File: src/srt_to_affine_matrix_top_macros.svh
// Assertion macros shared by the srt_to_affine_matrix RTL.
`ifndef SRT_TO_AFFINE_MATRIX_TOP_MACROS_SVH
`define SRT_TO_AFFINE_MATRIX_TOP_MACROS_SVH

`ifndef SYNTHESIS
// Implication checked on posedge clk, idle during reset.
`define SRTM_ASSERT_IMPL(lbl, ante, cons, msg) \
  lbl: assert property (@(posedge clk) disable iff (!rst_n) (ante) |-> (cons)) \
    else $error(msg);
// Next-cycle implication checked on posedge clk, idle during reset.
`define SRTM_ASSERT_NEXT(lbl, ante, cons, msg) \
  lbl: assert property (@(posedge clk) disable iff (!rst_n) (ante) |=> (cons)) \
    else $error(msg);
`else
`define SRTM_ASSERT_IMPL(lbl, ante, cons, msg)
`define SRTM_ASSERT_NEXT(lbl, ante, cons, msg)
`endif

`endif

File: src/srtm_pkg.sv
// Package: widths, constants and stage payload types of the SRT-to-matrix pipeline.
`default_nettype none

package srtm_pkg;

  localparam int Q_W     = 16;              // quaternion component, Q1.15
  localparam int SCALE_W = 16;              // scale, Q4.12
  localparam int POS_W   = 32;              // position, Q16.16
  localparam int ENT_W   = 16;              // matrix entry, Q4.12
  localparam int NUM_ENT = 9;
  localparam int NUM_AX  = 3;
  localparam int FRAC_SH = 30;              // Q.30 fraction of rotation terms

  localparam int PROD_W  = 2 * Q_W + 1;     // 2*a*b
  localparam int TERM_W  = PROD_W + 1;      // sum of two doubled products
  localparam int MUL_W   = TERM_W + SCALE_W;
  localparam int SAT_W   = MUL_W - FRAC_SH; // rounded value before clamp

  localparam logic signed [TERM_W-1:0] ONE_Q30  = TERM_W'(64'd1 << FRAC_SH);
  localparam logic signed [MUL_W-1:0]  HALF_Q30 = MUL_W'(64'd1 << (FRAC_SH - 1));
  localparam logic signed [SAT_W-1:0]  ENT_MAX  = SAT_W'(32767);
  localparam logic signed [SAT_W-1:0]  ENT_MIN  = SAT_W'(-32768);

  typedef logic [NUM_AX-1:0][POS_W-1:0] pos_t;

  typedef struct packed {
    logic [Q_W-1:0]                   qx;
    logic [Q_W-1:0]                   qy;
    logic [Q_W-1:0]                   qz;
    logic [Q_W-1:0]                   qw;
    logic [NUM_AX-1:0][SCALE_W-1:0]   scale;
    pos_t                             pos;
  } in_t;

  typedef struct packed {
    logic [PROD_W-1:0]                xx2;
    logic [PROD_W-1:0]                yy2;
    logic [PROD_W-1:0]                zz2;
    logic [PROD_W-1:0]                xy2;
    logic [PROD_W-1:0]                xz2;
    logic [PROD_W-1:0]                yz2;
    logic [PROD_W-1:0]                wx2;
    logic [PROD_W-1:0]                wy2;
    logic [PROD_W-1:0]                wz2;
    logic [NUM_AX-1:0][SCALE_W-1:0]   scale;
    pos_t                             pos;
  } prod_t;

  typedef struct packed {
    logic [NUM_ENT-1:0][TERM_W-1:0]   term;
    logic [NUM_AX-1:0][SCALE_W-1:0]   scale;
    pos_t                             pos;
  } term_t;

  typedef struct packed {
    logic [NUM_ENT-1:0][MUL_W-1:0]    prod;
    pos_t                             pos;
  } mul_t;

  typedef struct packed {
    logic [NUM_ENT-1:0][ENT_W-1:0]    m;
    pos_t                             pos;
  } mat_t;

endpackage

`default_nettype wire

File: src/srtm_sat.sv
// Stage 4: round to Q4.12 (halves up), clamp, output register.
`default_nettype none

module srtm_sat import srtm_pkg::*; (
  input  wire logic clk,
  input  wire logic rst_n,
  input  wire logic up_valid,
  output logic      up_ready,
  input  wire mul_t up_data,
  output logic      dn_valid,
  input  wire logic dn_ready,
  output mat_t      dn_data
);

  logic valid_r;
  mat_t data_r;
  mat_t data_nxt;
  logic signed [MUL_W-1:0] rsum [NUM_ENT];
  logic signed [SAT_W-1:0] rq   [NUM_ENT];

  always_comb begin
    for (int i = 0; i < NUM_ENT; i++) begin
      rsum[i] = $signed(up_data.prod[i]) + HALF_Q30;
      // floor division by 2^30 is the upper slice
      rq[i] = $signed(rsum[i][MUL_W-1:FRAC_SH]);
      if (rq[i] > ENT_MAX) begin
        data_nxt.m[i] = ENT_MAX[ENT_W-1:0];
      end else if (rq[i] < ENT_MIN) begin
        data_nxt.m[i] = ENT_MIN[ENT_W-1:0];
      end else begin
        data_nxt.m[i] = rq[i][ENT_W-1:0];
      end
    end
    data_nxt.pos = up_data.pos;
  end

  assign up_ready = !valid_r || dn_ready;

  always_ff @(posedge clk) begin
    if (!rst_n) begin
      valid_r <= 1'b0;
    end else if (up_ready) begin
      valid_r <= up_valid;
    end
  end

  always_ff @(posedge clk) begin
    if (up_ready && up_valid) begin
      data_r <= data_nxt;
    end
  end

  assign dn_valid = valid_r;
  assign dn_data  = data_r;

endmodule

`default_nettype wire
File: config.mk
export PLATFORM = sky130hd
export DESIGN_NAME = srtm_sat
export DESIGN_NICKNAME = d
export VERILOG_FILES = /design/src/srt_to_affine_matrix_top_macros.svh /design/src/srtm_pkg.sv /design/src/srtm_sat.sv
export SDC_FILE = /design/constraint.sdc
export NUM_CORES = 1
export LEC_CHECK = 0
export ABC_AREA = 1
export BUFFER_PORTS_ARGS = -buffer_cell sky130_fd_sc_hd__buf_2
export CAP_MARGIN = 5
export CORE_AREA = 10 10 297 299
export CTS_BUF_LIST = sky130_fd_sc_hd__clkbuf_4 sky130_fd_sc_hd__clkbuf_8
export CTS_CLUSTER_DIAMETER = 60
export DETAILED_ROUTE_END_ITERATION = 8
export DIE_AREA = 0 0 307 309
export GPL_TIMING_DRIVEN = 0
export SYNTH_ARGS = -nofsm -noshare
export SYNTH_HDL_FRONTEND = slang
export SYNTH_SLANG_ARGS = --single-unit
File: constraint.sdc
create_clock -name clk -period 15.15 [get_ports clk]
set_input_delay 3.03 -clock clk [delete_from_list [all_inputs] [get_ports clk]]
set_output_delay 3.03 -clock clk [all_outputs]
set_load 0.05 [all_outputs]
==> run metrics, run 1 <==
R2R Path Start dn_valid; Fill cells 8950; FF-to-FF End dn_data[189]; DR vias 11457; Multi-input gate area 5338 um2; CTS root buffer clkbuf_8; Hold EP dn_valid; largest net degree at the start of global routing 30; Worst EP arrival around 3.5 ns; share of cells above drive strength 1 between 30% and 40%; Clk Latency, worst-skew pair around 0.64 ns; Cell Area, Synth between 10000 and 15000 um2; row cnt roughly 110; routed length per instance about 16 um; Critical Path End Type primary output; CTS tree done; drt first-iter violations 627; clk_skew ~0.032 ns; Synth area leaders edfxtp_1, nand2_1, xnor2_1, inv_1, xor2_1; Chip Width just over 300 um; Synth Area in Simple Gates between 20% and 30%; Mean Syn Cell Area between 9 and 10 um2; worst-margin pin slew a little under 0.9 ns; mux share of post-synthesis cell area 0%; worst-path fanout max 2; PwrDens ~110 nW/um2; maximum vdd drop between 0.00004 and 0.00005 V; Storage cell area about 7200 um2; CP cell instances buf_2, inv_1, nand2_1, buf_2; FMAX roughly 0.15 GHz; CTS H-tree depth 2; Worst Hold Depth 2; Seq/Total Area, Yosys 54.46%; Yosys top cell by area edfxtp_1; Mapped Cells approximately 1400; Hold WS 0.5513 ns; Post-CTS Hold Fix Bufs 0; Worst path max stage delay between 0.2 and 0.25 ns; nets between 2000 and 3000; Critical Path Start Type input port; routed wire length between 50 and 60 mm; P&R area growth vs syn 40.11%; status complete, no violations; Top delay family on crit path buffers and inverters; post-CTS setup buffer count 0; Static Leak around 8 nW; Reg clk slew, reported paths roughly 0.06 ns; Final Hold Fails 0; final non-filler cell area 18590 um2; Clock Path Buffers 3; TritonRoute pass-1 iters 5; number of buffers created by CTS 53; Synth cell types 31; clock sinks approximately 240; Reg2Reg Setup Slack 12.77 ns; worst r2r path cells 5; Post-synth EDFFs 240; post-route ant nets 0; Die ar. about 95000 um2; Post-Synth Adder-Cell Area less than 1%; DR DRC count 0; FF+latch count, synth about 240; Final Slew Violations 0; Async S/R FF share, synth 0%; share of Yosys cell area claimed by the top area cell type 54.31%; xor/xnor share of the synthesized area under 10%; synth cell count leaders nand2_1, edfxtp_1, inv_1; CP required approximately 12 ns; predominant post-synthesis flop cell edfxtp_1; setup TNS 0 ns; number of port buffers 530; initial antenna violation count 23; final worst-path cycle share between 40% and 50%; unrepaired setup endpoints after global routing false; Core Area around 80000 um2; syn_nets about 2000; total congestion overflow 0; post-CTS sizing 0; vias in the first global route roughly 11000; top-count cell post-synth nand2_1; placed wire-length estimate around 43 mm; worst hold path type reg -> reg; first-pass GRT wire length roughly 73 mm; placer congestion estimate approximately 0.85; setup violators final 0; max_cap viols 0; # IOs about 800; Buf/Inv on CP 3; initial core utilization roughly 16%; critical path's slowest cell buf_2; die height 309 um; worst setup margin around 8.6 ns; drt via density 3.646; Compound-Gate Fraction of Synth Area 1.763%; WS Path Type in -> out; DP Worst Slack around 8.6 ns; hold path start dn_valid; Ys Warns 0; main combinational cell family by area after synthesis simple AND/OR/NAND/NOR gates; max_slew headroom a little over two fifths; GRT Overall Usage a little over 10%; Period minus WS final 6.569 ns; crit-path most repeated cell buf_2; Post-Place Cell Area 17460 um2
-- final cells by class --
cell class | count | area share (%)
inverters | 144 | 2.907
clock buffers | 67 | 4.489
diodes | 9 | 0.1211
multi-input cells | 1023 | 28.71
repair buffers | 539 | 15.28
plain buffers | 18 | 0.9489
well taps | 1070 | 7.201
clock inverters | 31 | 1.480
flip-flops and latches | 241 | 38.87
-- sequential cells by signal (all words and copies together), names as in the netlist --
| name | flops |
|---|---|
| dn_data | 240 |
| dn_valid | 1 |
-- where the power goes --
part           internal [mW]  total [mW]  switching, mW
Clock                  0.433       0.761          0.328
Combinational          0.104       0.393          0.289
Sequential             0.788       0.800         0.0118
Total                   1.32        1.95          0.629
-- stage by stage --
stage,cells,power (mW),utilization (%)
after CTS,3133,1.994,22.69
after detailed placement,3035,1.211,21.33
after global placement,3026,1.215,21.09
after global routing,3136,2.053,22.70
after floorplan,1426,1.072,-
final,3142,1.953,22.72
-- cells in the final DEF, fill, tap and decap left out, types with 53 or more instances in the layout --
cell      count
buf_2       530
clkbuf_8     53
edfxtp_1    240
inv_1       131
nand2_1     547
nand2_2      55
nand3_1      71
nor2_1       95
xnor2_1      72
xor2_1       54
-- layer usage --
metal	GRT usage, %	routed length, um
met1	12.89	22260
met2	15.51	21940
met3	4.584	5565
met4	3.030	1098
met5	0	205
-- tightest hold or removal path: cells and delay by family, from the launching register on --
family	cells	cell delay, ns
AO/OA/AOI/OAI	1	0.07
flip-flops	1	0.34
AND/OR/NAND/NOR	1	0.09
-- logic make-up (layout without fill, tap and decap cells) --
logic type,count (synthesis),after routing
AO/OA/AOI/OAI,21,21
XOR/XNOR,126,126
adder cells (fa/ha/maj),9,9
buffers and inverters,162,799
flip-flops,241,241
other,0,9
AND/OR/NAND/NOR,867,867
-- how the worst max path moves through the flow --
| stage | start | endpoint | slack, ns | cells after the start |
|---|---|---|---|---|
| 2_1_floorplan | dn_ready | dn_data[0] | 4.61 | 2 |
| 3_3_place_gp | dn_ready | dn_data[77] | 0.69 | 3 |
| 3_5_place_dp | dn_ready | up_ready | 8.59 | 4 |
| 4_1_cts | dn_ready | up_ready | 8.59 | 4 |
| 5_1_grt | dn_ready | up_ready | 8.57 | 4 |
| 6_report | dn_ready | up_ready | 8.58 | 4 |
No activity file was read; power rests on OpenSTA's default activity.
==> inputs of run 2 (changes only) <==
==> constraint.sdc (replaced) <==
create_clock -name clk -period 6.42 [get_ports clk]
set_input_delay 1.284 -clock clk [delete_from_list [all_inputs] [get_ports clk]]
set_output_delay 1.284 -clock clk [all_outputs]
set_load 0.05 [all_outputs]
==> run 2 against run 1 <==
Against the previous run:
- critical path type unchanged
- die area stayed put
- non-clock buffer count is 1 higher
- register-to-register slack worse by 8.8 ns
- cell count is 0.25% lower
- worst setup slack worse by 5.2 ns
==> run metrics, run 2 (synthesis results as in run 1) <==
nets 2577 (was 2579); Worst EP arrival 1.78 ns (was 3.54 ns); register share of total power 40.3% (was 40.9%); Critical Path Start Type input port (unchanged); Sw Pwr 1.464 mW (was 0.6288 mW); Reg clk slew, reported paths 0.06 ns (about the same); Core Area 81850 um2 (unchanged); clk_skew 0.02485 ns (was 0.03224 ns); CTS root buffer clkbuf_8 (unchanged); max_cap viols 0 (unchanged); max_slew headroom 56.31% (was 41.67%); status complete, no violations (unchanged); clock sinks 241 (unchanged); Fill cells 8897 (was 8950); vias in the first global route 11446 (was 11426); CTS tree done (unchanged); final worst-path cycle share a little under half; Worst path max stage delay 0.22 ns (about the same); Crit. path cell count 4 (unchanged); Storage cell area 7227 um2 (unchanged); unrepaired setup endpoints after global routing false (unchanged); Top delay family on crit path buffers and inverters (unchanged); total congestion overflow 0 (unchanged); placer congestion estimate 0.8690 (was 0.8490); number of buffers created by CTS 50 (was 53); Buf/Inv on CP 3 (unchanged); routed wire length 52.30 mm (was 51.07 mm); commonest non-fill, non-tap cell in the layout nand2_1 (unchanged); die height 309 um (unchanged); Static Leak 8.185 nW (was 8.150 nW); routed length per instance 16.69 um (was 16.25 um); Pint 3.204 mW (was 1.324 mW); FMAX about 0.33 GHz; Final Hold Fails 0 (unchanged); Worst Hold Depth 2 (unchanged); TritonRoute pass-1 iters 5 (unchanged); Clock power frac 39.7% (was 39.0%); CP required 5.14 ns (was 12.12 ns); largest net degree at the start of global routing 30 (unchanged); drt first-iter violations 487 (was 627); P&R area growth vs syn 40.55% (was 40.11%); dpl cells 3036 (was 3035); setup violators final 0 (unchanged); worst r2r path cells 7 (was 5); post-CTS setup buffer count 0 (unchanged); switch share 31.37% (was 32.20%); maximum vdd drop 0.0001582 V (was 0.00004640 V); post-CTS sizing 0 (unchanged); placed wire-length estimate 44.46 mm (was 43.10 mm); Design Power 4.668 mW (was 1.953 mW); Final Slew Violations 0 (unchanged); crit-path most repeated cell buf_2 (unchanged); Non-Filler Instances 3134 (was 3142); Clock Path Buffers 3 (unchanged); WS Path Type in -> out (unchanged); number of port buffers 530 (unchanged); Die ar. 94860 um2 (unchanged); worst hold path type reg -> reg (unchanged); final core occ 22.79% (was 22.72%); row cnt 105 (unchanged); Multi-input gate area 5338 um2 (unchanged); combinational power share 19.9% (was 20.1%); critical path's slowest cell buf_2 (unchanged); setup TNS 0 ns (unchanged); Period minus WS final a little over 3 ns; Largest register FFs 240 (unchanged); drt via density 3.672 (was 3.646); worst-margin pin slew 0.6540 ns (was 0.8730 ns); Post-CTS Hold Fix Bufs 0 (unchanged); PwrDens 250.3 nW/um2 (was 105.0 nW/um2); post-route ant nets 0 (unchanged); first-pass GRT wire length 73.46 mm (was 73.20 mm); DR vias 11509 (was 11457); Critical Path End Type primary output (unchanged); Clk Latency, worst-skew pair 0.63 ns (was 0.64 ns); commonest non-fill, non-tap cells in the layout nand2_1, buf_2, edfxtp_1 (unchanged); # IOs 792 (unchanged); share of cells above drive strength 1 37.38% (was 37.42%); GRT Overall Usage 10.35% (was 10.22%); DR DRC count 0 (unchanged); Chip Width 307 um (unchanged); CP cell instances buf_2, inv_1, nand2_1, buf_2 (unchanged); initial core utilization 16.21% (unchanged); worst-path fanout max 2 (unchanged); CTS H-tree depth 2 (unchanged); initial antenna violation count 31 (was 23)
==> run 2: path summary, 6_finish.rpt <==
check                               from      endpoint  slack (ns)
worst min-delay path            dn_valid      dn_valid        0.55
worst max register to register  dn_valid  dn_data[145]        3.94
worst max-delay path            dn_ready      up_ready        3.36
worst min register to register  dn_valid      dn_valid        0.55
==> run 2: power groups by stage <==
stage / Sequential (mW) / Clock (mW) / Combinational [mW]
final: 1.88 / 1.85 / 0.931
after global placement: 1.93 / 0 / 0.917
after detailed placement: 1.91 / 0 / 0.946
after global routing: 1.89 / 2.00 / 1.00
after floorplan: 2.27 / 0 / 0.249
after CTS: 1.88 / 1.94 / 0.948
==> run 2: worst min-delay path, delay by kind of cell (launching register included) <==
kind             cells  cell delay, ns
AND/OR/NAND/NOR      1            0.09
AO/OA/AOI/OAI        1            0.08
flip-flops           1            0.34
==> run 2: cell type report <==
type,count,area share (%)
Timing Repair Buffer,540,15.46
Sequential cell,241,38.75
Buffer,18,0.9459
Tap cell,1070,7.178
Multi-Input combinational cell,1023,28.62
Antenna cell,7,0.09392
Clock inverter,24,1.556
Inverter,144,2.898
Clock buffer,67,4.508
==> run 2: layer usage <==
metal  wire, um  vias to the layer above  track usage (%)
met5        188                        -                0
met4       1289                       28            3.154
met3       6490                       98            5.670
met2      22870                      440            15.99
met1      21460                     5158            12.15
li1           -                     5785                -
==> run 2: per-stage QoR <==
step / worst slack, ns / area (um2) / hold WS (ns)
2_1_floorplan: 0.6013 / 13280 / 1.142
3_3_place_gp: -1.717 / 17270 / 0.5339
3_5_place_dp: 2.848 / 17500 / 0.5410
4_1_cts: 3.367 / 18630 / 0.5497
5_1_grt: 3.336 / 18640 / 0.6070
6_report: 3.360 / 18650 / 0.5545
==> inputs of run 3 (changes only) <==
==> constraint.sdc (replaced) <==
create_clock -name clk -period 2.8 [get_ports clk]
set_input_delay 0.56 -clock clk [delete_from_list [all_inputs] [get_ports clk]]
set_output_delay 0.56 -clock clk [all_outputs]
set_load 0.05 [all_outputs]
==> run 3 against run 2 <==
Against the previous run:
- clock skew up 0.0045 ns
- die area unchanged
- largest power group unchanged
- power up 120%
==> run metrics, run 3 (synthesis results as in run 1) <==
first-pass GRT wire length 74.57 mm (was 73.46 mm); CTS H-tree depth 2 (unchanged); status complete, no violations (unchanged); nets 2589 (was 2577); PwrDens 559.0 nW/um2 (was 250.3 nW/um2); drt via density 3.670 (was 3.672); worst r2r path cells 6 (was 7); # IOs 792 (unchanged); CP endpoint dn_data[186] (was up_ready); row cnt 105 (unchanged); DR vias 11559 (was 11509); clk_skew 0.02931 ns (was 0.02485 ns); Fill cells 8932 (was 8897); dpl cells 3035 (was 3036); placer congestion estimate 0.8748 (was 0.8690); GRT Overall Usage 10.54% (was 10.35%); Design Power 10.44 mW (was 4.668 mW); Static Leak 8.178 nW (was 8.185 nW); max_cap viols 0 (unchanged); CTS root buffer clkbuf_8 (unchanged); placed wire-length estimate 44.73 mm (was 44.46 mm); R2R Path Start dn_valid (unchanged); DR DRC count 0 (unchanged); commonest non-fill, non-tap cell in the layout nand2_1 (unchanged); CTS tree done (unchanged); Largest register FFs 240 (unchanged); number of buffers created by CTS 51 (was 50); worst-path fanout max 30 (was 2); max_slew headroom 71.64% (was 56.31%); Global Route met1 Usage 12.49% (was 12.15%); Worst EP arrival 2.53 ns (was 1.78 ns); vias in the first global route 11371 (was 11446); Core Area 81850 um2 (unchanged); worst-margin pin slew 0.4216 ns (was 0.6540 ns); die height 309 um (unchanged); Critical Path End Type flip-flop (was primary output); Clock Path Buffers 3 (unchanged); setup violators final 0 (unchanged); Chip Width 307 um (unchanged); commonest non-fill, non-tap cells in the layout nand2_1, buf_2, edfxtp_1 (unchanged); largest net degree at the start of global routing 31 (was 30); CP required 3.12 ns (was 5.14 ns); Critical Path Start Type flip-flop (was input port); WS Path Type reg -> reg (was in -> out); Reg clk slew, reported paths 0.06 ns (about the same); maximum vdd drop 0.0003075 V (was 0.0001582 V); drt first-iter violations 586 (was 487); post-CTS setup buffer count 0 (unchanged); Final Slew Violations 0 (unchanged); global-route track usage on met2 15.97% (was 15.99%); FF-to-FF End dn_data[186] (was dn_data[145]); worst hold path type in -> reg (was reg -> reg); Reg2Reg Setup Slack 0.59 ns (was 3.94 ns); M3 GR Usage 6.142% (was 5.670%); TritonRoute pass-1 iters 5 (unchanged); initial core utilization 16.21% (unchanged); Period minus WS final between 2 and 2.5 ns; clock sinks 241 (unchanged); routed length per instance 16.78 um (was 16.69 um); unrepaired setup endpoints after global routing false (unchanged); Die ar. 94860 um2 (unchanged); initial antenna violation count 29 (was 31); total congestion overflow 0 (unchanged); Clk Latency, worst-skew pair 0.66 ns (was 0.63 ns); FMAX about 0.45 GHz; P&R area growth vs syn 40.68% (was 40.55%); post-route ant nets 0 (unchanged); grt peak-use layer met2 (unchanged); routed wire length 52.87 mm (was 52.30 mm); CP startpoint dn_valid (was dn_ready); share of cells above drive strength 1 37.31% (was 37.38%); setup TNS 0 ns (unchanged); Final Hold Fails 0 (unchanged); final worst-path cycle share around 80%; Non-Filler Instances 3150 (was 3134); number of port buffers 530 (unchanged)
## run 3: cell types whose count changed in the layout (fill, tap and decap cells not counted), sizes merged
cell / delta
dlygate4sd3: +12
clkinv: +9
clkbuf: -6
diode: +4
bufinv: -3
buf: -1
inv: +1
## run 3: layout make-up
type	instances	area (um2)	share of cell area, %
Buffer	18	176.4	0.9450
Tap cell	1070	1339	7.172
Inverter	144	553.0	2.962
Timing Repair Buffer	551	2953	15.82
Multi-Input combinational cell	1023	5338	28.59
Antenna cell	11	27.53	0.1475
Clock inverter	31	270.3	1.448
Sequential cell	241	7228	38.72
Clock buffer	61	783.3	4.196
## run 3: through the flow
step           area, um2  setup WS [ns]  hold WS (ns)  util (%)
3_5_place_dp       17470         0.1305        0.5161     21.34
5_1_grt            18650         0.4806       0.01446     22.79
4_1_cts            18640         0.5641     0.0004172     22.77
3_3_place_gp       17290         -4.477        0.5164     21.12
6_report           18670         0.5872       0.08329     22.81
2_1_floorplan      13300         -2.148        0.6589         -
## run 3: report_power, final
| group | leakage (nW) | internal [mW] | switching, mW | total [mW] |
|---|---|---|---|---|
| Combinational | 5.35 | 0.573 | 1.56 | 2.14 |
| Clock | 0.535 | 2.17 | 1.81 | 3.98 |
| Sequential | 2.29 | 4.26 | 0.0583 | 4.32 |
| Total | 8.18 | 7.00 | 3.44 | 10.4 |
## run 3: how the worst min path moves through the flow
stage                startpoint           to  slack (ns)  cells past startpoint
global route        up_data[92]  dn_data[92]        0.01                      1
global placement       dn_valid     dn_valid        0.52                      2
detailed placement     dn_valid     dn_valid        0.52                      2
finish              up_data[11]  dn_data[11]        0.08                      1
CTS                 up_data[26]  dn_data[26]      0.0004                      1
floorplan            up_data[0]   dn_data[0]        0.66                      0
## run 3: repair_timing
action,4_1_cts,5_1_grt
hold buffers,12,0
resized for setup,0,0
endpoints found under the setup margin,0,0
hold endpoints to repair,12,0
## run 3: worst max-delay path: stages, from the launching register on
cell and delay, ns:
dfxtp_2 0.33, a21oi_4 0.36, buf_12 0.26, buf_12 0.21
buf_12 0.22, buf_12 0.21, buf_12 0.22
## run 3: per-layer routing
layer / up-vias / routed length, um
li1: 5814 / -
met4: 26 / 1188
met1: 5192 / 21670
met2: 434 / 22710
met3: 93 / 7121
met5: - / 179
