===== src/srt_to_affine_matrix_top_macros.svh =====
// Assertion macros shared by the srt_to_affine_matrix RTL.
`ifndef SRT_TO_AFFINE_MATRIX_TOP_MACROS_SVH
`define SRT_TO_AFFINE_MATRIX_TOP_MACROS_SVH

`ifndef SYNTHESIS
// Implication checked on posedge clk, idle during reset.
`define SRTM_ASSERT_IMPL(lbl, ante, cons, msg) \
  lbl: assert property (@(posedge clk) disable iff (!rst_n) (ante) |-> (cons)) \
    else $error(msg);
// Next-cycle implication checked on posedge clk, idle during reset.
`define SRTM_ASSERT_NEXT(lbl, ante, cons, msg) \
  lbl: assert property (@(posedge clk) disable iff (!rst_n) (ante) |=> (cons)) \
    else $error(msg);
`else
`define SRTM_ASSERT_IMPL(lbl, ante, cons, msg)
`define SRTM_ASSERT_NEXT(lbl, ante, cons, msg)
`endif

`endif


===== src/srtm_pkg.sv =====
// Package: widths, constants and stage payload types of the SRT-to-matrix pipeline.
`default_nettype none

package srtm_pkg;

  localparam int Q_W     = 16;              // quaternion component, Q1.15
  localparam int SCALE_W = 16;              // scale, Q4.12
  localparam int POS_W   = 32;              // position, Q16.16
  localparam int ENT_W   = 16;              // matrix entry, Q4.12
  localparam int NUM_ENT = 9;
  localparam int NUM_AX  = 3;
  localparam int FRAC_SH = 30;              // Q.30 fraction of rotation terms

  localparam int PROD_W  = 2 * Q_W + 1;     // 2*a*b
  localparam int TERM_W  = PROD_W + 1;      // sum of two doubled products
  localparam int MUL_W   = TERM_W + SCALE_W;
  localparam int SAT_W   = MUL_W - FRAC_SH; // rounded value before clamp

  localparam logic signed [TERM_W-1:0] ONE_Q30  = TERM_W'(64'd1 << FRAC_SH);
  localparam logic signed [MUL_W-1:0]  HALF_Q30 = MUL_W'(64'd1 << (FRAC_SH - 1));
  localparam logic signed [SAT_W-1:0]  ENT_MAX  = SAT_W'(32767);
  localparam logic signed [SAT_W-1:0]  ENT_MIN  = SAT_W'(-32768);

  typedef logic [NUM_AX-1:0][POS_W-1:0] pos_t;

  typedef struct packed {
    logic [Q_W-1:0]                   qx;
    logic [Q_W-1:0]                   qy;
    logic [Q_W-1:0]                   qz;
    logic [Q_W-1:0]                   qw;
    logic [NUM_AX-1:0][SCALE_W-1:0]   scale;
    pos_t                             pos;
  } in_t;

  typedef struct packed {
    logic [PROD_W-1:0]                xx2;
    logic [PROD_W-1:0]                yy2;
    logic [PROD_W-1:0]                zz2;
    logic [PROD_W-1:0]                xy2;
    logic [PROD_W-1:0]                xz2;
    logic [PROD_W-1:0]                yz2;
    logic [PROD_W-1:0]                wx2;
    logic [PROD_W-1:0]                wy2;
    logic [PROD_W-1:0]                wz2;
    logic [NUM_AX-1:0][SCALE_W-1:0]   scale;
    pos_t                             pos;
  } prod_t;

  typedef struct packed {
    logic [NUM_ENT-1:0][TERM_W-1:0]   term;
    logic [NUM_AX-1:0][SCALE_W-1:0]   scale;
    pos_t                             pos;
  } term_t;

  typedef struct packed {
    logic [NUM_ENT-1:0][MUL_W-1:0]    prod;
    pos_t                             pos;
  } mul_t;

  typedef struct packed {
    logic [NUM_ENT-1:0][ENT_W-1:0]    m;
    pos_t                             pos;
  } mat_t;

endpackage

`default_nettype wire


===== src/srtm_term.sv =====
// Stage 2: rotation matrix terms in Q.30.
`default_nettype none

module srtm_term import srtm_pkg::*; (
  input  wire logic  clk,
  input  wire logic  rst_n,
  input  wire logic  up_valid,
  output logic       up_ready,
  input  wire prod_t up_data,
  output logic       dn_valid,
  input  wire logic  dn_ready,
  output term_t      dn_data
);

  logic  valid_r;
  term_t data_r;
  term_t data_nxt;

  function automatic logic signed [TERM_W-1:0] ext(input logic [PROD_W-1:0] v);
    return $signed({v[PROD_W-1], v});
  endfunction

  always_comb begin
    data_nxt.term[0] = ONE_Q30 - (ext(up_data.yy2) + ext(up_data.zz2));
    data_nxt.term[1] = ext(up_data.xy2) + ext(up_data.wz2);
    data_nxt.term[2] = ext(up_data.xz2) - ext(up_data.wy2);
    data_nxt.term[3] = ext(up_data.xy2) - ext(up_data.wz2);
    data_nxt.term[4] = ONE_Q30 - (ext(up_data.xx2) + ext(up_data.zz2));
    data_nxt.term[5] = ext(up_data.yz2) + ext(up_data.wx2);
    data_nxt.term[6] = ext(up_data.xz2) + ext(up_data.wy2);
    data_nxt.term[7] = ext(up_data.yz2) - ext(up_data.wx2);
    data_nxt.term[8] = ONE_Q30 - (ext(up_data.xx2) + ext(up_data.yy2));
    data_nxt.scale   = up_data.scale;
    data_nxt.pos     = up_data.pos;
  end

  assign up_ready = !valid_r || dn_ready;

  always_ff @(posedge clk) begin
    if (!rst_n) begin
      valid_r <= 1'b0;
    end else if (up_ready) begin
      valid_r <= up_valid;
    end
  end

  always_ff @(posedge clk) begin
    if (up_ready && up_valid) begin
      data_r <= data_nxt;
    end
  end

  assign dn_valid = valid_r;
  assign dn_data  = data_r;

endmodule

`default_nettype wire


===== config.mk =====
export PLATFORM = sky130hd
export DESIGN_NAME = srtm_term
export DESIGN_NICKNAME = d
export VERILOG_FILES = /design/src/srt_to_affine_matrix_top_macros.svh /design/src/srtm_pkg.sv /design/src/srtm_term.sv
export SDC_FILE = /design/constraint.sdc
export NUM_CORES = 1
export LEC_CHECK = 0
export BUFFER_PORTS_ARGS = -buffer_cell sky130_fd_sc_hd__buf_2
export CELL_PAD_IN_SITES_DETAIL_PLACEMENT = 0
export CELL_PAD_IN_SITES_GLOBAL_PLACEMENT = 2
export CORE_AREA = 2 2 345 347
export CTS_CLUSTER_SIZE = 25
export DETAILED_ROUTE_END_ITERATION = 7
export DIE_AREA = 0 0 347 349
export PLACE_DENSITY_LB_ADDON = 0.1
export SLEW_MARGIN = 30
export SYNTH_ARGS = -nofsm -noshare
export SYNTH_HDL_FRONTEND = slang
export SYNTH_SLANG_ARGS = --single-unit
export TNS_END_PERCENT = 10

===== constraint.sdc =====
create_clock -name clk -period 12.75 [get_ports clk]
set_clock_uncertainty 0.05 [all_clocks]
set_input_delay 1.275 -clock clk [delete_from_list [all_inputs] [get_ports clk]]
set_output_delay 1.275 -clock clk [all_outputs]
set_load 0.005 [all_outputs]

==> results.md, run 1 <==
- The flow ran to the end, and the final reports show no timing, DRC or antenna violations.
- The wire length per cell after detailed routing is 21.66 um.
- The path class of the tightest hold or removal check is register to register.
- The total iterations of the first detailed-routing run is 5.
- The clock net in this run drives a total of 448 sinks.
- The number of antenna violations at the first check in global routing was 44.
- During placement, the flow inserted port buffers numbering 896.
- The number of nets in the synthesized netlist is 3684.
- The H-tree generated during clock tree synthesis spans 2 levels.
- The clock latency of the later-clocked register in the worst-skew pair is 670 ps.
- The number of nets with antenna violations after detailed routing is 0.
- Of the total power, registers draw 38.0%.
- The cell type contributing the most total cell area after synthesis is sky130_fd_sc_hd__edfxtp_1.
- The Yosys warning count is 0.
- The number of enable-type register cells in the synthesized netlist is 447.
- After clock tree synthesis, the clock-pin slew on the worst setup and hold paths is 60 ps.
- The switching portion of total power is 30.60%.
- After filler insertion, the fill cell instance count of the layout stands at 12376.
- The signal on the critical path passes through buf_2 -> ha_1 -> inv_1 -> ha_1 -> fa_1 -> a21o_1 -> a21oi_1 -> o21ai_1 -> o2111ai_1 -> o22ai_1 -> a221o_1 -> a21oi_1 -> nand2_1 -> a31oi_1 -> xnor2_1.
- The final number of hold-violating endpoints was 0.
- Summing every instance area after synthesis gives 30100 um^2.
- The worst setup path is of the input port to register kind.
- The time the final worst path needs with I/O delays and setup is 4487 ps.
- The tool flagged a number of max-cap violations equal to 0.
- By area the synthesized netlist is led by sky130_fd_sc_hd__edfxtp_1 45%, sky130_fd_sc_hd__ha_1 16%, sky130_fd_sc_hd__xnor2_1 6.2%, sky130_fd_sc_hd__a21oi_1 4.5%, sky130_fd_sc_hd__inv_1 3.9%.
- From bottom edge to top edge, the die measures 349 um.
- The final non-filler cell area is 38270 um^2.
- The number of clock buffers inserted by TritonCTS is 60.
- For the pin with the worst max-slew slack, the measured transition is 942.5 ps.
- The power per unit of standard cell area is 132.0 nW/um^2.
- The worst register-to-register path begins at dn_valid.
- Once the clock tree was built, the resizer swapped 0 gates to a different size.
- The max-slew violation total from the final report came to 0.
- The wire length of the first global-routing pass is 165.8 mm.
- In this run, synthesis produced a sequential element count of 448.
- The final critical path takes up 35.19% of the cycle.
- The number of vias in the routed layout is 24444.
- The post-synthesis cell type count is 87.
- The CTS tree is done.
- In the final layout, the share of cells above drive strength 1 is 27.17%.
- The most used standard cell by instance count after synthesis is sky130_fd_sc_hd__edfxtp_1.
- Summed over all layers, the global routing overflow is 0.
- The worst setup slack after layout is 8263 ps.
- In this run the standard cell core region covers 117500 um^2.
- The upper clock frequency limit is 0.2229 GHz.
- The detailed-route vias per instance is 4.608.
- The worst setup path is launched from an input port.
- The most used flip-flop cell after synthesis is sky130_fd_sc_hd__edfxtp_1.
- Summed over all layers, the routed wires come to 114.9 mm.
- The endpoint identified for the worst register-to-register timing path is dn_data[241].
- The die is 347 um wide.
- The worst max-slew margin expressed relative to the limit is 37.17%.
- The initial cell density of the core is 25.63%.
- The die covers 121100 um^2.
- In the synthesized netlist the async set-or-reset flop fraction comes to 0%.
- The via count of the first global-routing pass came to 24909.
- The number of failing setup endpoints in the final timing report is 0.
- Summed over all nets, the switching power comes to 1.546 mW.
- The setup slack of the most critical reg-to-reg path is 9500 ps.
- Data on the critical path is required at its endpoint by 13130 ps.
- The launching instance or port of the critical path is up_data[343].
- In this run the core area contains 126 standard-cell rows.
- Combinational logic is responsible for 26.1% of the overall power.
- The internal power consumption is 3.507 mW.
- The sum of negative setup slack is 0 ps.
- The clock root buffer master is sky130_fd_sc_hd__clkbuf_16.
- The biggest cell delay along the critical path is 490 ps.
- Setup repair after global routing left no endpoint under its margin.
- On the critical path, the stage with the largest delay is an instance of sky130_fd_sc_hd__fa_1.
- Once layout is complete, the cells apart from fillers number 5305.
- The data arrival time of the worst path is 4870 ps.
- At the end of the flow, the number of nets in the layout was 4560.
- OpenSTA, run right after detailed placement, puts the worst setup slack at 7512 ps.
- Summed over its instances, the top area cell type makes up 44.60% of the synthesized netlist area.
- The worst-case IR drop observed on VDD is 101.6 uV.
- Synthesis handed over a netlist of 2837 instances.
- The number of post-CTS setup repair buffers is 0.
- The kind of capture point of the worst setup path is a register.
- In this run the deepest clock path goes through 3 buffers.
- The starting DRC count in detailed routing is 1251.
- For this run, the share of the core covered by cells in the final layout is 32.58%.
- Global routing consumed, over all layers together, 18.24% of the routing resources.
- The leakage power total is 17.38 nW.
- Entering global routing, the biggest net connects 149 pins.
- The worst hold path stage count is 2.
- The post-cts hold buffer count is 0.
- The area growth from synthesis to layout is 27.15%.
- The placer's final routability congestion estimate is 0.8213.
- The average cell area after synthesis is 10.61 um^2.
- Measured in cells, the most critical reg-to-reg path has a length of 5.
- The destination of the critical timing path is dn_data[309].
- Sequential cells were found to cover 44.66% of the synthesized design area.
- The clock network burns 35.9% of the power.
- The half-perimeter wire length after detailed placement is 94.34 mm.
- 897 I/O pins were placed.
- The placed instance area is 36140 um^2.
- The commonest cells after synthesis are 447 x sky130_fd_sc_hd__edfxtp_1, 393 x sky130_fd_sc_hd__ha_1, 316 x sky130_fd_sc_hd__inv_1.
- The top fanout value on the critical path is 5.
- In this run, placement finished with an instance count of 5186.
- The final routed DRC violation total is 0.
[worst max-delay path, delay by kind of cell]
kind            cells  cell delay [ps]
compound gates      8             2150
xor+xnor            1               80
fa+ha+maj           3             1000
buf+inv             2              150
simple gates        1              190
[power by group through the flow]
stage / Sequential, mW / Combinational [mW] / Clock [mW]
2_1_floorplan: 1.99 / 0.754 / 0
3_3_place_gp: 1.95 / 1.35 / 0
3_5_place_dp: 1.95 / 1.33 / 0
4_1_cts: 1.93 / 1.34 / 1.89
5_1_grt: 1.94 / 1.47 / 1.94
6_report: 1.92 / 1.32 / 1.81
[final cells by class]
cell class	instances	area, um^2	share of cell area [%]
clock buffer	71	1543	4.031
antenna	8	20.02	0.05231
clock inverter	39	536.8	1.403
tap	1536	1922	5.022
multi-input combinational	1980	15030	39.27
sequential	448	13440	35.13
timing repair buffer	901	4567	11.93
inverter	322	1209	3.158
[cell families after synthesis]
family                     count (synthesis)  share of synthesized area (%)
muxes                                      1                        0.03741
adders and majority gates                402                          16.94
xor gates and xnor gates                 264                          7.682
AOI/OAI and AO/OA                        756                          16.31
buffers and inverters                    409                          5.408
DFF                                      448                          44.66
and+or+nand+nor                          557                          8.963
[flip-flops by register name, indices dropped and copies added (netlist names)]
| register | cells |
|---|---|
| dn_data | 447 |
| dn_valid | 1 |
[worst min path at each step]
stage,from,slack [ps],end
floorplan,dn_valid,490,dn_valid
global route,dn_valid,570,dn_valid
finish,dn_valid,510,dn_valid
global placement,dn_valid,510,dn_valid
CTS,dn_valid,510,dn_valid
detailed placement,dn_valid,500,dn_valid
[cells in the final DEF (no fill, tap or decap), types with 12 or more instances in the layout]
master,count
sky130_fd_sc_hd__nor2_1,206
sky130_fd_sc_hd__and3_1,19
sky130_fd_sc_hd__clkbuf_16,60
sky130_fd_sc_hd__bufinv_16,12
sky130_fd_sc_hd__nand2_1,84
sky130_fd_sc_hd__edfxtp_1,447
sky130_fd_sc_hd__buf_2,896
sky130_fd_sc_hd__o21a_1,26
sky130_fd_sc_hd__nand3_1,33
sky130_fd_sc_hd__o21ai_1,20
sky130_fd_sc_hd__a31oi_1,28
sky130_fd_sc_hd__inv_1,316
sky130_fd_sc_hd__xnor2_1,214
sky130_fd_sc_hd__a21o_1,90
sky130_fd_sc_hd__nand2b_1,46
sky130_fd_sc_hd__a211oi_1,16
sky130_fd_sc_hd__o21bai_1,61
sky130_fd_sc_hd__nor3_1,57
sky130_fd_sc_hd__clkinv_1,15
sky130_fd_sc_hd__o31ai_1,25
sky130_fd_sc_hd__o21ai_0,96
sky130_fd_sc_hd__ha_1,393
sky130_fd_sc_hd__a21oi_1,268
sky130_fd_sc_hd__o211ai_1,15
sky130_fd_sc_hd__nor2b_1,32
sky130_fd_sc_hd__nor4_1,12
sky130_fd_sc_hd__xor2_1,50
sky130_fd_sc_hd__nand4_1,14
[per-layer routing]
metal | GRT usage, % | share of wire [%] | vias up | routed length [um]
met5 | 0 | 0.099 | - | 114
met4 | 4.170 | 2.2 | 18 | 2585
met3 | 3.736 | 5.1 | 174 | 5893
met2 | 32.16 | 49 | 685 | 56680
met1 | 22.78 | 43 | 11579 | 49640
li1 | - | - | 11988 | -
[through the flow]
stage	power, mW	hold WS [ps]
6_report	5.053	510.4
5_1_grt	5.347	567.6
4_1_cts	5.161	512.5
3_5_place_dp	3.286	502.0
3_3_place_gp	3.302	505.9
2_1_floorplan	2.748	486.6
No activity file was read; power rests on OpenSTA's default activity.
==> run 2: changes to the inputs <==
--- a/config.mk
+++ b/config.mk
@@ -8,10 +8,10 @@
 export BUFFER_PORTS_ARGS = -buffer_cell sky130_fd_sc_hd__buf_2
 export CELL_PAD_IN_SITES_DETAIL_PLACEMENT = 0
 export CELL_PAD_IN_SITES_GLOBAL_PLACEMENT = 2
-export CORE_AREA = 2 2 345 347
+export CORE_AREA = 2 2 354 356
 export CTS_CLUSTER_SIZE = 25
 export DETAILED_ROUTE_END_ITERATION = 7
-export DIE_AREA = 0 0 347 349
+export DIE_AREA = 0 0 356 358
 export PLACE_DENSITY_LB_ADDON = 0.1
 export SLEW_MARGIN = 30
 export SYNTH_ARGS = -nofsm -noshare
==> constraint.sdc (replaced) <==
create_clock -name clk -period 4.5 [get_ports clk]
set_clock_uncertainty 0.05 [all_clocks]
set_input_delay 0.45 -clock clk [delete_from_list [all_inputs] [get_ports clk]]
set_output_delay 0.45 -clock clk [all_outputs]
set_load 0.005 [all_outputs]
==> results.md, run 2 (same netlist as run 1, synthesis figures left out) <==
- The biggest cell delay along the critical path was 490 ps (about the same).
- The type of the most critical hold path is input port to register.
- The number of fillers in the final layout is 13205 (+6.7%).
- The leftover overflow at the end of global routing is 0 (unchanged).
- The maximum clock insertion buffer count was 3 (unchanged).
- The final-stage net count is 4730 (+3.7%).
- The internal power consumption is 9.941 mW (+180%).
- The starting DRC count in detailed routing is 1254 (+0.24%).
- The number of vias in the routed layout was 24794 (+1.4%).
- The number of gates resized after cts came to 0 (unchanged).
- In the layout the commonest cells are 896 x sky130_fd_sc_hd__buf_2, 447 x sky130_fd_sc_hd__edfxtp_1, 393 x sky130_fd_sc_hd__ha_1.
- The placer's final routability congestion estimate is 0.8118 (-1.2%).
- TritonCTS built the clock tree.
- The number of post-CTS setup repair buffers is 0 (unchanged).
- The area of combinational cells with multiple inputs was 15030 um^2 (unchanged).
- The final routed DRC violation total is 0 (unchanged).
- The clock latency of the later-clocked register in the worst-skew pair is 670 ps (about the same).
- The data arrival time of the worst path came to 3900 ps (-970 ps).
- The largest net degree at the start of global routing is 99 (-34%).
- The sum of internal, switching and leakage power came to 14.52 mW (+190%).
- Setup repair after global routing left no endpoint under its margin.
- The leakage power total is 18.12 nW (+4.3%).
- The wire length per cell after detailed routing is 21.25 um (-1.9%).
- The detailed-route vias per instance is 4.439 (-3.7%).
- The switching portion of total power came to 31.53% (+0.93 points).
- Walking the worst path, the cells encountered are buf_2 -> ha_1 -> inv_1 -> ha_1 -> fa_1 -> a21o_1 -> a21oi_1 -> buf_4 -> o21ai_1 -> o2111ai_1 -> o22ai_1 -> a221o_1 -> a21oi_1 -> nand2_1 -> a31oi_1 -> xnor2_1.
- The ratio of cells with drive above 1 in the final layout came to 26.93% (-0.24 points).
- The kind of capture point of the worst setup path is a register.
- STA classifies the critical path startpoint as an input port.
- The number of clock buffers inserted by TritonCTS is 61 (+1.7%).
- Among cell families on the critical path, the largest total delay comes from compound AO/OA/AOI/OAI gates.
- The wire length of the first global-routing pass is 169.3 mm (+2.1%).
- The number of cells traversed by the worst register-to-register path is 3 (-2).
- The worst hold path stage count is 3 (+1).
- The total iterations of the first detailed-routing run is 5 (unchanged).
- The clock input transition at the sequential cells of the worst setup and hold paths is 60 ps (about the same).
- The critical path is of the input port to register type.
- The number of non-filler instances in the completed layout came to 5586 (+5.3%).
- The count of clock tree sinks is 448 (unchanged).
- The cell total after placement is 5311 (+2.4%).
- The switching power of the nets is 4.577 mW (+200%).
- The sequential cell area in the final layout is 13440 um^2 (unchanged).
- The slowest stage of the critical path is the sky130_fd_sc_hd__fa_1 cell.
- The worst max-slew margin expressed relative to the limit was 40.19% (+3.0 points).
- The flow ran to the end, and the final reports show no timing, DRC or antenna violations.
- The overall track demand over capacity in global routing is 17.83% (-0.41 points).
- The number of flip-flops under the largest register name is 447 (unchanged).
- The number of antenna violations at the first check in global routing is 40 (-9.1%).
- The critical path data required time is 4870 ps (-8260 ps).
- The final number of hold-violating endpoints is 0 (unchanged).
- The number of core rows is 129 (+2.4%).
- The via count of the first global-routing pass is 25655 (+3.0%).
- The transition at the pin with the smallest max-transition slack is 897.2 ps (-45.31 ps).
- The fraction of power consumed by the clock network is 35.7% (-0.2 points).
- The full die area came to 127400 um^2 (+5.2%).
- The peak ir drop on the vdd network is 335.6 uV (+230%).
- The count of input and output buffers is 896 (unchanged).
- The total number of cells along the worst setup path is 16 (+1).
- The upper clock frequency limit is 0.2834 GHz.
- The relative contribution of sequential cells to total power is 37.4% (-0.6 points).
- The number of failing setup endpoints in the final timing report came to 0 (unchanged).
- The number of top-level pins is 897 (unchanged).
- The max-cap violation count was 0 (unchanged).
- The top fanout value on the critical path came to 5 (unchanged).
- The half-perimeter wire length after detailed placement is 97.43 mm (+3.3%).
- The clock root buffer master is sky130_fd_sc_hd__clkbuf_16.
- The number of nets with antenna violations after detailed routing is 0 (unchanged).
- The die span in x is 356 um (+2.6%).
- The power per unit of standard cell area was 362.3 nW/um^2 (+170%).
- The total core area is 123300 um^2 (+5.0%).
- The combinational cell fraction of total power is 26.9% (+0.8 points).
- The sum of negative setup slack was 0 ps (unchanged).
- The height of the die is 358 um (+2.6%).
- The maximum level of the CTS H-tree is 2 (unchanged).
- The utilization after layout was 32.50% (-0.085 points).
- The total length of routed wires was 118.7 mm (+3.3%).
- The fraction of the cycle the final worst path needs is 78.40%.
- The count of buffering cells on the critical path with inverters included is 3 (+1).
- The max-slew violation total from the final report is 0 (unchanged).
- The initial cell density of the core is 24.41% (-1.2 points).
- The clock period could shrink to 3528 ps.
- The most common library cell in the layout ignoring fill and taps is sky130_fd_sc_hd__buf_2.
- The growth of design area from synthesis to finish is 33.15%.
run 2: timing repair:
item / CTS / global route
hold buffers: 146 / 0
endpoints found under the setup margin: 0 / 0
hold endpoints to repair: 145 / 0
run 2: routing by layer:
layer / up-vias / routed length, um / track usage, %
met3: 180 / 6594 / 3.796
met2: 680 / 58780 / 31.55
met5: - / 141 / 0
met4: 20 / 3318 / 5.198
li1: 12330 / - / -
met1: 11584 / 49840 / 21.66
run 2: final cells by class:
| class | count | area share [%] |
|---|---|---|
| Multi-Input combinational cell | 1980 | 37.50 |
| Sequential cell | 448 | 33.54 |
| Timing Repair Buffer | 1070 | 15.49 |
| Tap cell | 1637 | 5.111 |
| Clock buffer | 69 | 3.884 |
| Inverter | 322 | 3.016 |
| Clock inverter | 47 | 1.374 |
| Antenna cell | 13 | 0.08118 |
run 2: path summary, 6_finish.rpt:
check	from	end	slack (ps)
max reg2reg	dn_valid	dn_data[160]	2280
max	up_data[343]	dn_data[309]	970
min	up_data[375]	dn_data[144]	110
min reg2reg	dn_valid	dn_data[279]	1020
run 2: worst min-delay path, stage by stage:
cell,delay (ps)
sky130_fd_sc_hd__buf_2,100
sky130_fd_sc_hd__inv_1,70
sky130_fd_sc_hd__ha_1,120
run 2: per-stage QoR:
| stage | setup WS, ps | instance area [um^2] | hold slack [ps] |
|---|---|---|---|
| floorplan | 279.0 | 30100 | 496.2 |
| global placement | 276.6 | 36470 | 477.6 |
| detailed placement | 219.8 | 36470 | 491.4 |
| CTS | 954.8 | 40040 | 54.17 |
| global route | 755.5 | 40060 | 77.43 |
| finish | 971.9 | 40070 | 111.0 |
run 2: power by group through the flow:
stage          combinational, mW  clock [mW]  sequential, mW
2_1_floorplan               2.14           0            5.57
3_3_place_gp                3.91           0            5.52
3_5_place_dp                3.86           0            5.52
4_1_cts                     3.99        5.40            5.44
5_1_grt                     4.35        5.54            5.48
6_report                    3.90        5.19            5.43
==> run 3: changes to the inputs <==
--- a/config.mk
+++ b/config.mk
@@ -8,10 +8,10 @@
 export BUFFER_PORTS_ARGS = -buffer_cell sky130_fd_sc_hd__buf_2
 export CELL_PAD_IN_SITES_DETAIL_PLACEMENT = 0
 export CELL_PAD_IN_SITES_GLOBAL_PLACEMENT = 2
-export CORE_AREA = 2 2 354 356
+export CORE_AREA = 2 2 345 347
 export CTS_CLUSTER_SIZE = 25
 export DETAILED_ROUTE_END_ITERATION = 7
-export DIE_AREA = 0 0 356 358
+export DIE_AREA = 0 0 347 349
 export PLACE_DENSITY_LB_ADDON = 0.1
 export SLEW_MARGIN = 30
 export SYNTH_ARGS = -nofsm -noshare
==> constraint.sdc (replaced) <==
create_clock -name clk -period 2.8 [get_ports clk]
set_clock_uncertainty 0.05 [all_clocks]
set_input_delay 0.28 -clock clk [delete_from_list [all_inputs] [get_ports clk]]
set_output_delay 0.28 -clock clk [all_outputs]
set_load 0.005 [all_outputs]
==> results.md, run 3 (same netlist as run 1, synthesis figures left out) <==
- The total iterations of the first detailed-routing run came to 5 (unchanged).
- The critical path data required time was 3160 ps (-1710 ps).
- The flow ran to the end, but the final reports show violations.
- The number of failing setup endpoints in the final timing report is 1 (+1).
- The cell total after placement is 5891 (+11%).
- The worst setup slack after layout was -28.40 ps (-1000 ps).
- The checks that failed: negative setup slack.
- The number of cells traversed by the worst register-to-register path is 4 (+1).
- The final routed DRC violation total is 0 (unchanged).
- The growth of design area from synthesis to finish is 51.50%.
- The ratio of cells with drive above 1 in the final layout is 39.43% (+13 points).
- The critical path's slowest cell is sky130_fd_sc_hd__a2111oi_4.
- STA classifies the critical path startpoint as an input port.
- The routed length on met3 is 6.574 mm (-0.30%).
- The starting DRC count in detailed routing is 1222 (-2.6%).
- The detailed-route vias per instance is 4.429 (-0.22%).
- The worst slack after detailed placement is -1037 ps (-1257 ps).
- The placer's final routability congestion estimate is 0.8548 (+5.3%).
- The number of core rows is 126 (-2.3%).
- The most common library cell in the layout ignoring fill and taps is sky130_fd_sc_hd__buf_2.
- The critical path goes through buf_2 -> ha_1 -> inv_2 -> ha_4 -> a211oi_4 -> nor2_2 -> o31a_1 -> a2111oi_4 -> nor3_2 -> o22a_1 -> a31o_1 -> a221o_1 -> a21oi_2 -> xnor2_1.
- The worst max-slew margin expressed relative to the limit is 55.81% (+16 points).
- The number of flip-flops under the largest register name is 447 (unchanged).
- The critical path is of the input port to register type.
- The number of non-filler instances in the completed layout is 6182 (+11%).
- TritonCTS built the clock tree.
- The number of vias in the routed layout is 27378 (+10%).
- The max-cap violation count is 0 (unchanged).
- Dividing the final minimum period by the clock period gives 101.0%.
- The overall track demand over capacity in global routing is 19.13% (+1.3 points).
- The half-perimeter wire length after detailed placement is 100.6 mm (+3.2%).
- The beginning of the worst register-to-register path is dn_valid.
- The power per unit of standard cell area is 521.0 nW/um^2 (+44%).
- The via count of the first global-routing pass is 28356 (+11%).
- The critical path ends at dn_data[312].
- The clock latency of the later-clocked register in the worst-skew pair came to 650 ps (-20 ps).
- The path class of the tightest hold or removal check is input port to register.
- The wire length per cell after detailed routing is 19.43 um (-8.6%).
- The peak ir drop on the vdd network is 422.0 uV (+26%).
- The max-slew violation total from the final report is 0 (unchanged).
- The highest metal layer carrying signal wires in the routed design is met5.
- The count of input and output buffers is 896 (unchanged).
- The number of top-level pins was 897 (unchanged).
- The clock input transition at the sequential cells of the worst setup and hold paths was 60 ps (about the same).
- Setup repair after global routing could not meet its margin everywhere.
- The transition at the pin with the smallest max-transition slack is 656.9 ps (-240.3 ps).
- In the layout the commonest cells are 894 x sky130_fd_sc_hd__buf_2, 707 x sky130_fd_sc_hd__buf_4, 447 x sky130_fd_sc_hd__edfxtp_1.
- The top fanout value on the critical path is 3 (-2).
- STA classifies the critical path endpoint as a register.
- The initial cell density of the core was 25.63% (+1.2 points).
- The wire length of the first global-routing pass came to 175.1 mm (+3.4%).
- The total core area came to 117500 um^2 (-4.8%).
- The time the final worst path needs with I/O delays and setup is 2828 ps.
- The maximum level of the CTS H-tree is 2 (unchanged).
- In this run the clock root is driven by a sky130_fd_sc_hd__clkbuf_16.
- The final number of hold-violating endpoints is 0 (unchanged).
- The biggest cell delay along the critical path came to 420 ps (-70 ps).
- The worst register-to-register path ends at dn_data[323].
- The launching instance or port of the critical path is up_data[343].
- The leakage power total is 21.49 nW (+19%).
- The upper clock frequency limit is 0.3536 GHz.
- The number of antenna violations at the first check in global routing is 40 (unchanged).
- The total length of routed wires is 120.1 mm (+1.2%).
- The wire length on met2 is 58.55 mm (-0.40%).
- The maximum clock insertion buffer count is 3 (unchanged).
- The met1 routed wirelength after detailed routing is 51.17 mm (+2.7%).
- The largest net degree at the start of global routing was 88 (-11%).
- The final-stage net count was 5427 (+15%).
- The full die area was 121100 um^2 (-5.0%).
- The height of the die is 349 um (-2.5%).
- The number of nets with antenna violations after detailed routing came to 0 (unchanged).
- The number of clock buffers inserted by TritonCTS is 58 (-4.9%).
- The leftover overflow at the end of global routing is 0 (unchanged).
- The count of clock tree sinks is 448 (unchanged).
- The data arrival time of the worst path is 3190 ps (-710 ps).
- The setup slack of the most critical reg-to-reg path is 980 ps (-1300 ps).
- The die span in x is 347 um (-2.5%).
-- run 3: cell types whose count changed in the layout (fill, tap and decap cells not counted), moves of 8 or more --
cell,before,now
sky130_fd_sc_hd__a21oi_2,2,11
sky130_fd_sc_hd__a21oi_1,268,258
sky130_fd_sc_hd__dlygate4sd3_1,146,158
sky130_fd_sc_hd__a31oi_1,28,18
sky130_fd_sc_hd__a31oi_2,0,9
sky130_fd_sc_hd__bufinv_16,9,1
sky130_fd_sc_hd__buf_4,24,707
sky130_fd_sc_hd__ha_1,393,384
-- run 3: cell type report --
class	instances	area (um^2)
clock buffers	72	1525
inverters	322	1209
fillers	11977	71850
repair buffers	1770	11570
diodes	18	45.04
multi-input cells	1980	15600
clock inverters	36	282.8
well taps	1536	1922
flip-flops and latches	448	13440
-- run 3: repair_timing --
action | in CTS | in global routing
buffers inserted | 1 | 6
resized for setup | 52 | 63
pin swaps | 30 | 32
hold endpoints to repair | 156 | 0
setup endpoints to repair | 43 | 80
hold buffers | 158 | 0
-- run 3: metrics by stage --
stage	instance area, um^2	hold slack (ps)	power, mW	utilization [%]	TNS [ps]
after floorplan	30100	328.9	12.38	-	-567630
after global placement	41520	406.4	16.40	35.35	-90730
after detailed placement	41520	408.1	16.33	35.35	-89560
after CTS	45170	17.41	24.10	38.46	-187.9
after global routing	45580	57.69	25.18	38.81	-1376
final	45600	67.62	23.76	38.82	-28.40
-- run 3: worst min path at each step --
stage | from | end | slack (ps) | cells past startpoint
after detailed placement | up_data[7] | dn_data[7] | 410 | 1
after floorplan | up_data[0] | dn_data[0] | 330 | 0
after CTS | up_data[374] | dn_data[177] | 20 | 3
after global routing | up_data[374] | dn_data[177] | 60 | 3
final | up_data[242] | dn_data[347] | 70 | 3
after global placement | up_data[18] | dn_data[18] | 410 | 1
-- run 3: report_power, final --
| part | total (mW) | leakage, nW | switching [mW] | internal [mW] |
|---|---|---|---|---|
| registers | 8.77 | 4.33 | 0.289 | 8.48 |
| clock network | 7.23 | 0.865 | 3.23 | 4.00 |
| logic | 7.76 | 16.3 | 3.95 | 3.80 |
-- run 3: layer usage --
| metal | up-vias | global-route usage (%) |
|---|---|---|
| met3 | 178 | 4.066 |
| met1 | 12768 | 23.45 |
| li1 | 13737 | - |
| met2 | 683 | 33.29 |
| met5 | - | 0 |
| met4 | 12 | 6.229 |
-- run 3: worst max-delay path, delay by kind of cell --
family	cells	cell delay [ps]
and+or+nand+nor	2	190
buffers and inverters	2	210
xor gates and xnor gates	1	70
adders and majority gates	2	430
AOI/OAI and AO/OA	7	2000
